[config.mk]
export PLATFORM = sky130hd
export DESIGN_NAME = moving_average_filter_unit
export DESIGN_NICKNAME = d
export VERILOG_FILES = /design/src/rtl/maf_pkg.sv /design/src/rtl/maf_ram.sv /design/src/rtl/moving_average_filter_unit.sv
export SDC_FILE = /design/constraint.sdc
export NUM_CORES = 1
export LEC_CHECK = 0
export BUFFER_PORTS_ARGS = -buffer_cell sky130_fd_sc_hd__buf_2
export CAP_MARGIN = 20
export CORE_UTILIZATION = 34
export DETAILED_ROUTE_END_ITERATION = 8
export RECOVER_POWER = 50
export REMOVE_ABC_BUFFERS = 1
export SETUP_SLACK_MARGIN = 0.5
export SYNTH_ARGS = -nofsm -noshare
export SYNTH_HDL_FRONTEND = slang
export SYNTH_SLANG_ARGS = --single-unit
[constraint.sdc]
create_clock -name aclk -period 7.3 [get_ports aclk]
set_input_delay 1.095 -clock aclk [delete_from_list [all_inputs] [get_ports aclk]]
set_output_delay 1.095 -clock aclk [all_outputs]
set_load 0.05 [all_outputs]
[src/rtl/maf_pkg.sv]
// ============================================================================
// maf_pkg
// Shared constants for the moving average filter: default sizes, the
// configuration register map and the control state encoding.
// ============================================================================
package maf_pkg;

    // Default sizing of the window store and the sample path
    localparam int WINDOW_MAX_DEF  = 64;
    localparam int SAMPLE_BITS_DEF = 16;

    // Configuration port
    localparam int CFG_DATA_BITS   = 32;
    localparam int CFG_ADDR_BITS   = 3;
    localparam int CFG_INDEX_LSB   = 2;

    // Register index (byte address / 4)
    localparam logic REG_WINDOW_SIZE = 1'b0;

    // window_size register
    localparam int               WINDOW_SIZE_BITS  = 7;
    localparam logic [6:0]       WINDOW_SIZE_RESET = 7'd4;

    // Control sequencer, one-hot
    typedef enum logic [3:0] {
        ST_IDLE = 4'b0001,
        ST_UPD  = 4'b0010,
        ST_DIV  = 4'b0100,
        ST_HOLD = 4'b1000
    } maf_state_t;

endpackage

[src/rtl/maf_ram.sv]
// ============================================================================
// maf_ram
// Generic single write port, single read port RAM with registered read data.
// ============================================================================
module maf_ram #(
    parameter int WIDTH = 16,
    parameter int DEPTH = 64
) (
    input  logic                     aclk,
    input  logic                     we,
    input  logic [$clog2(DEPTH)-1:0] waddr,
    input  logic [WIDTH-1:0]         wdata,
    input  logic [$clog2(DEPTH)-1:0] raddr,
    output logic [WIDTH-1:0]         rdata
);

    logic [WIDTH-1:0] mem [DEPTH];

    // write port and registered read port (read-first on a clash)
    always_ff @(posedge aclk) begin
        if (we) begin
            mem[waddr] <= wdata;
        end
        rdata <= mem[raddr];
    end

endmodule

[src/rtl/moving_average_filter_unit.sv]
// ============================================================================
// moving_average_filter_unit
// Simple moving average over a stream of signed samples.
// ============================================================================
// Usage
//   Samples arrive on the s_ channel (s_sample, s_first_of_sequence) and means
//   leave on the m_ channel (m_mean), both valid/ready. A sample with
//   s_first_of_sequence set empties the window before it is taken. Once the
//   window holds window_size samples (zero read as one, clipped to
//   WINDOW_MAX), every sample yields one mean (window sum divided by that
//   size, truncated toward zero); before that none. window_size is written
//   over the APB port at byte address 0; each write of it empties the window.
//   Write it only while the block is idle.
// Sequence
//   A sample that yields no mean passes through accept and window update.
//   A sample that yields a mean then passes through the bit-serial divider,
//   one quotient bit per cycle, and the output hold state. The next sample
//   is accepted while the mean waits in the output register.
// Reset
//   aresetn clears the window, sets window_size to 4 and drops any pending
//   mean. The window store itself is not cleared; it is only read where the
//   current sequence has written. A stalled receiver holds the sequencer with
//   the finished mean until the output register frees.
// ============================================================================
module moving_average_filter_unit #(
    parameter int WINDOW_MAX  = maf_pkg::WINDOW_MAX_DEF,
    parameter int SAMPLE_BITS = maf_pkg::SAMPLE_BITS_DEF
) (
    input  logic                                aclk,
    input  logic                                aresetn,
    // sample input
    input  logic                                s_valid,
    output logic                                s_ready,
    input  logic signed [SAMPLE_BITS-1:0]       s_sample,
    input  logic                                s_first_of_sequence,
    // mean output
    output logic                                m_valid,
    input  logic                                m_ready,
    output logic signed [SAMPLE_BITS-1:0]       m_mean,
    // configuration
    input  logic                                psel,
    input  logic                                penable,
    input  logic                                pwrite,
    input  logic [maf_pkg::CFG_ADDR_BITS-1:0]   paddr,
    input  logic [maf_pkg::CFG_DATA_BITS-1:0]   pwdata,
    output logic [maf_pkg::CFG_DATA_BITS-1:0]   prdata,
    output logic                                pready
);

    import maf_pkg::*;

    localparam int PTR_BITS  = $clog2(WINDOW_MAX);
    localparam int WCNT_BITS = $clog2(WINDOW_MAX + 1);
    localparam int OFS_BITS  = WCNT_BITS + 1;
    localparam int SUM_BITS  = SAMPLE_BITS + $clog2(WINDOW_MAX);
    localparam int CNT_BITS  = $clog2(SUM_BITS + 1);

    // ------------------------------------------------------------------
    // Registers
    // ------------------------------------------------------------------
    maf_state_t                    state_reg, state_next;
    logic [WINDOW_SIZE_BITS-1:0]   window_size_reg;
    logic [WCNT_BITS-1:0]          eff_w_reg;
    logic [SUM_BITS-1:0]           sum_reg;
    logic [WCNT_BITS-1:0]          fill_reg;
    logic [PTR_BITS-1:0]           wp_reg;
    logic                          emit_reg;
    logic                          fwd_reg;
    logic [SAMPLE_BITS-1:0]        fwd_data_reg;
    logic                          neg_reg;
    logic [SUM_BITS-1:0]           quo_reg;
    logic [WCNT_BITS-1:0]          rem_reg;
    logic [CNT_BITS-1:0]           cnt_reg;
    logic                          m_valid_reg;
    logic [SAMPLE_BITS-1:0]        m_mean_reg;

    // ------------------------------------------------------------------
    // Handshakes
    // ------------------------------------------------------------------
    logic s_xfer, m_xfer, cfg_wr, out_load;

    assign s_ready  = (state_reg == ST_IDLE);
    assign s_xfer   = s_valid & s_ready;
    assign m_xfer   = m_valid_reg & m_ready;
    assign out_load = (state_reg == ST_HOLD) & (~m_valid_reg | m_ready);
    assign cfg_wr   = psel & penable & pwrite & pready
                    & (paddr[CFG_INDEX_LSB] == REG_WINDOW_SIZE);

    assign pready  = 1'b1;
    assign prdata  = (paddr[CFG_INDEX_LSB] == REG_WINDOW_SIZE)
                   ? CFG_DATA_BITS'(window_size_reg) : '0;
    assign m_valid = m_valid_reg;
    assign m_mean  = m_mean_reg;

    // ------------------------------------------------------------------
    // Effective window for a register write: zero reads as 1, clipped
    // ------------------------------------------------------------------
    logic [WINDOW_SIZE_BITS-1:0] ws_wr;
    logic [31:0]                 eff32;

    assign ws_wr = pwdata[WINDOW_SIZE_BITS-1:0];

    always_comb begin
        if (ws_wr == '0) begin
            eff32 = 32'd1;
        end else if (32'(ws_wr) > 32'(WINDOW_MAX)) begin
            eff32 = 32'(WINDOW_MAX);
        end else begin
            eff32 = 32'(ws_wr);
        end
    end

    // ------------------------------------------------------------------
    // Accept path: window bookkeeping for the incoming sample
    // ------------------------------------------------------------------
    logic [PTR_BITS-1:0]  base_wp, wp_new, oldest;
    logic [SUM_BITS-1:0]  base_sum, sum_acc, s_ext;
    logic [WCNT_BITS-1:0] base_fill, fill_new;
    logic [OFS_BITS-1:0]  ofs;
    logic                 emit_now;

    always_comb begin
        base_wp   = s_first_of_sequence ? '0 : wp_reg;
        base_sum  = s_first_of_sequence ? '0 : sum_reg;
        base_fill = s_first_of_sequence ? '0 : fill_reg;
        s_ext     = {{(SUM_BITS-SAMPLE_BITS){s_sample[SAMPLE_BITS-1]}}, s_sample};
        sum_acc   = base_sum + s_ext;
        wp_new    = (32'(base_wp) == WINDOW_MAX - 1) ? '0 : base_wp + 1'b1;
        fill_new  = (base_fill < WCNT_BITS'(WINDOW_MAX)) ? base_fill + 1'b1 : base_fill;
        emit_now  = (fill_new >= eff_w_reg);
        // slot of the sample that leaves the window, modulo WINDOW_MAX
        ofs = OFS_BITS'(wp_new) + OFS_BITS'(WINDOW_MAX) - OFS_BITS'(eff_w_reg);
        if (ofs >= OFS_BITS'(WINDOW_MAX)) begin
            ofs = ofs - OFS_BITS'(WINDOW_MAX);
        end
        oldest = ofs[PTR_BITS-1:0];
    end

    // ------------------------------------------------------------------
    // Window store
    // ------------------------------------------------------------------
    logic [SAMPLE_BITS-1:0] ram_rdata;

    maf_ram #(
        .WIDTH (SAMPLE_BITS),
        .DEPTH (WINDOW_MAX)
    ) u_window_ram (
        .aclk  (aclk),
        .we    (s_xfer),
        .waddr (base_wp),
        .wdata (s_sample),
        .raddr (oldest),
        .rdata (ram_rdata)
    );

    // ------------------------------------------------------------------
    // Update cycle: drop the oldest sample, with forwarding of a sample
    // that was written in the same cycle as it was read
    // ------------------------------------------------------------------
    logic [SAMPLE_BITS-1:0] old_sample;
    logic [SUM_BITS-1:0]    old_ext, sum_abs;

    assign old_sample = fwd_reg ? fwd_data_reg : ram_rdata;
    assign old_ext    = {{(SUM_BITS-SAMPLE_BITS){old_sample[SAMPLE_BITS-1]}}, old_sample};
    assign sum_abs    = sum_reg[SUM_BITS-1] ? (~sum_reg + 1'b1) : sum_reg;

    // ------------------------------------------------------------------
    // Bit-serial restoring divider step
    // ------------------------------------------------------------------
    logic [WCNT_BITS:0]   rem_sh, rem_sub;
    logic                 q_bit;
    logic [SUM_BITS-1:0]  q_signed;

    always_comb begin
        rem_sh  = {rem_reg, quo_reg[SUM_BITS-1]};
        rem_sub = rem_sh - {1'b0, eff_w_reg};
        q_bit   = (rem_sh >= {1'b0, eff_w_reg});
    end

    assign q_signed = neg_reg ? (~quo_reg + 1'b1) : quo_reg;

    // ------------------------------------------------------------------
    // Sequencer
    // ------------------------------------------------------------------
    always_comb begin
        state_next = state_reg;
        unique case (state_reg)
            ST_IDLE: begin
                if (s_xfer) begin
                    state_next = ST_UPD;
                end
            end
            ST_UPD: begin
                state_next = emit_reg ? ST_DIV : ST_IDLE;
            end
            ST_DIV: begin
                if (cnt_reg == CNT_BITS'(1)) begin
                    state_next = ST_HOLD;
                end
            end
            ST_HOLD: begin
                if (out_load) begin
                    state_next = ST_IDLE;
                end
            end
            default: begin
                state_next = ST_IDLE;
            end
        endcase
    end

    // control state
    always_ff @(posedge aclk) begin
        if (!aresetn) begin
            state_reg       <= ST_IDLE;
            window_size_reg <= WINDOW_SIZE_RESET;
            eff_w_reg       <= WCNT_BITS'(WINDOW_SIZE_RESET > WINDOW_SIZE_BITS'(WINDOW_MAX)
                                          && WINDOW_MAX < 128 ? WINDOW_MAX : 4);
            sum_reg         <= '0;
            fill_reg        <= '0;
            wp_reg          <= '0;
            emit_reg        <= 1'b0;
            m_valid_reg     <= 1'b0;
        end else begin
            state_reg <= state_next;
            if (cfg_wr) begin
                window_size_reg <= ws_wr;
                eff_w_reg       <= WCNT_BITS'(eff32);
                sum_reg         <= '0;
                fill_reg        <= '0;
                wp_reg          <= '0;
            end else if (s_xfer) begin
                sum_reg  <= sum_acc;
                wp_reg   <= wp_new;
                fill_reg <= emit_now ? eff_w_reg - 1'b1 : fill_new;
                emit_reg <= emit_now;
            end else if (state_reg == ST_UPD && emit_reg) begin
                sum_reg <= sum_reg - old_ext;
            end
            // output register
            if (out_load) begin
                m_valid_reg <= 1'b1;
            end else if (m_xfer) begin
                m_valid_reg <= 1'b0;
            end
        end
    end

    // datapath registers
    always_ff @(posedge aclk) begin
        if (s_xfer) begin
            fwd_reg      <= (oldest == base_wp);
            fwd_data_reg <= s_sample;
        end
        if (state_reg == ST_UPD) begin
            neg_reg <= sum_reg[SUM_BITS-1];
            quo_reg <= sum_abs;
            rem_reg <= '0;
            cnt_reg <= CNT_BITS'(SUM_BITS);
        end else if (state_reg == ST_DIV) begin
            quo_reg <= {quo_reg[SUM_BITS-2:0], q_bit};
            rem_reg <= q_bit ? rem_sub[WCNT_BITS-1:0] : rem_sh[WCNT_BITS-1:0];
            cnt_reg <= cnt_reg - 1'b1;
        end
        if (out_load) begin
            m_mean_reg <= q_signed[SAMPLE_BITS-1:0];
        end
    end

    // ------------------------------------------------------------------
    // Assertions
    // ------------------------------------------------------------------
    a_fill_below_window: assert property (@(posedge aclk) disable iff (!aresetn)
        fill_reg < eff_w_reg)
        else $error("fill count reached the window size");

    a_mean_from_divider: assert property (@(posedge aclk) disable iff (!aresetn)
        $rose(m_valid_reg) |-> $past(state_reg == ST_HOLD))
        else $error("mean presented without a finished division");

    a_no_mean_no_divide: assert property (@(posedge aclk) disable iff (!aresetn)
        (state_reg == ST_UPD) && !emit_reg |=> (state_reg == ST_IDLE))
        else $error("sample without a mean entered the divider");

endmodule

==> summary.txt <==
Clock network
  • Reg clk slew, reported paths: 60 ps
  • # clock sinks: 1,163
  • Hold-fix buffers at CTS: 0
  • H-Tree Level Count: 3
  • CTS tree: built
  • Root buf cell: clkbuf_16
  • Worst skew pair latency: 740 ps
  • Post-CTS Setup Inserts: 0
  • CTS max path bufs: 3
  • Total CTS buffers: 118
  • Resized Gates After CTS: 0

Finish
  • Ant diodes: 0
  • Layout overhead on the synthesized area: 14.58%
  • Final Non-Filler Cells: 4,778
  • Commonest non-fill, non-tap cells in the layout: 1,080 x edfxtp_1, 320 x mux4_2, 139 x nand2_1
  • Fillers: 12,714
  • Most common cell after layout, fill and taps aside: edfxtp_1
  • Max FFs per register: 1,024
  • Share of cells above drive strength 1: 0.2483
  • Nets: 2,913

Floorplan
  • Chip height: 379.3 µm
  • Core region area: 0.1414 mm²
  • Row count: 138
  • IO Pins: 110
  • Initial Util: 0.3423
  • Die Wd: 379.3 µm
  • Die area: 0.1439 mm²

STA
  • Post-Route Setup TNS: 0 ps
  • Period utilization: 0.7561
  • F_max: 181.2 MHz
  • Slew headroom: -1.351
  • RSZ-0062 raised after global routing: false
  • Max-slew violation count: 1,143
  • Min Tclk post-route: 5520 ps
  • Final setup viols: 0
  • Final hold vios: 0
  • Worst slew pin tran: 3526 ps
  • Final clock skew: 38.60 ps
  • Hold Worst Slack: 461.9 ps

Global routing
  • Initial antenna violation count: 5
  • Grt total ovfl: 0
  • Total GRT Usage: 0.1608
  • First-pass GRT wire length: 168,100 µm
  • Vias in the first global route: 24,673
  • Pin count of the biggest net entering global routing: 99

Power and ir drop
  • Peak supply drop: 0.1970 mV
  • Leak pwr: 0.01797 µW
  • PD cells: 268.7 mW/mm²
  • Design Power: 14,900 µW

Route
  • DRT antenna net count: 0
  • Drt wl/cell: 24.07 µm
  • DR DRC count: 0
  • Initial DRC Count: 2,687
  • Final WL: 115,000 µm
  • Vias post-DR: 24,660
  • Drt pass-1 iters: 5
  • Number of vias per cell: 5.161

Synthesis
  • Cell area after synthesis: 0.04840 mm²
  • Seq cells post-synth: 1,163
  • Post-synthesis sequential area ratio: 0.7044
  • Post-synthesis cell type count: 80
  • Warnings, synthesis: 0
  • Yosys top cell by area: edfxtp_1
  • Most used DFF post-synth: edfxtp_1
  • Mean Syn Cell Area: 18.45 µm²
  • Post-synthesis async set-or-reset flop share: 0
  • Post-synth EDFFs: 1,080
  • Top-area cell type share of the netlist area: 0.6700
  • Syn Inst Count: 2,624
  • Synth top area cells: edfxtp_1 67%, mux4_2 15%, dfxtp_1 3.4%

Worst setup path
  • Worst path required time: 7970 ps
  • Largest fanout on the critical path: 66
  • Worst Setup Start Kind: input pin
  • Critical path arrival: 6190 ps
  • Critical path endpoint category: flop
  • Setup CP Type: in -> reg

Status
  • Status: finished, violations left
  • Failing checks: capacitance limit, slew limit

Place
  • Dpl hpwl: 65,570 µm
  • Placed cell count: 4,549
  • GP Congestion: 0.8028
  • Port bufs: 56

Worst hold path
  • Worst Hold Class: reg -> reg

Job
  • Max-cap violations: 19
## power by group
group | total [µW] | switching [µW] | internal, µW
clock network | 6110 | 2570 | 3540
registers | 7450 | 78.3 | 7370
logic | 1340 | 781 | 561
total | 14900 | 3430 | 11500
## Yosys cell counts (4+ instances only)
library cell,count
nand3_1,19
fa_1,4
inv_1,28
nor4b_1,4
mux4_2,320
buf_1,11
clkbuf_1,67
a221o_1,6
and2_1,20
a31oi_1,23
o31ai_1,10
mux2i_1,24
o21ai_0,66
or3_1,5
a211oi_1,35
nor2_1,147
o22ai_1,4
nand2_1,139
buf_6,4
or4_1,4
nor3b_1,5
buf_4,29
o21a_1,4
a21o_1,30
nor4_1,4
nor3_1,30
edfxtp_1,1080
ha_1,67
buf_2,40
xnor2_1,54
nor2b_1,46
xor2_1,40
o311ai_0,4
nand4_1,4
o41ai_1,4
a2111oi_0,4
nand3b_1,5
and3_1,9
nand2b_1,17
o211ai_1,7
a21oi_1,67
dfxtp_1,83
## routing by layer
metal / vias up / global-route usage / part of all wire
li1: 10879 / - / -
met1: 12903 / 0.2229 / 0.43
met2: 733 / 0.2617 / 0.48
met3: 145 / 0.02319 / 0.060
met4: 0 / 0.04892 / 0.024
met5: - / 0 / 0
## metrics by stage
stage                       util  area [µm²]  setup WS [ps]
after global routing      0.3922       55460           1374
after floorplan                -       47740          -5121
final                     0.3922       55460           1780
after detailed placement  0.3646       51560           1867
after CTS                 0.3924       55490           2422
after global placement    0.3639       51460           1880
## cell families after synthesis
logic type      after synthesis  synth area share
buf+inv                     179           0.01778
simple gates                474           0.04674
fa+ha+maj                    71           0.01897
mux                         346            0.1543
compound gates              293           0.03976
other cells                   2         0.0001552
xor+xnor                     96           0.01791
flops                      1163            0.7044
## final cells by class
cell class	count	area, µm²	area share
Clock buffer	150	3134	0.05651
Multi-Input combinational cell	1306	13750	0.2478
Inverter	28	105.1	0.001895
Timing Repair Buffer	166	1216	0.02193
Tap cell	1890	2365	0.04264
Clock inverter	75	802.0	0.01446
Sequential cell	1163	34090	0.6147
## critical path, cell delays in order
cell and delay [ps]:
buf_2 70, clkbuf_1 2380, ha_1 630, and3_1 210, a221oi_2 380, o21ai_1 190, o211a_1 260, o21a_1 190
o21ai_2 180, nor2_1 110, o31a_1 320, nor3_2 100
## path summary, 6_finish.rpt
kind,endpoint,depth (start not counted),slack [ps],startpoint
hold / removal,window_size_reg[6],2,460,window_size_reg[6]
setup reg to reg,u_window_ram.mem[23][9],10,1890,state_reg[2]
setup / recovery,sum_reg[18],12,1780,s_sample[5]
hold reg to reg,window_size_reg[6],2,460,window_size_reg[6]
Note: power is estimated with default switching activity, not from simulation.
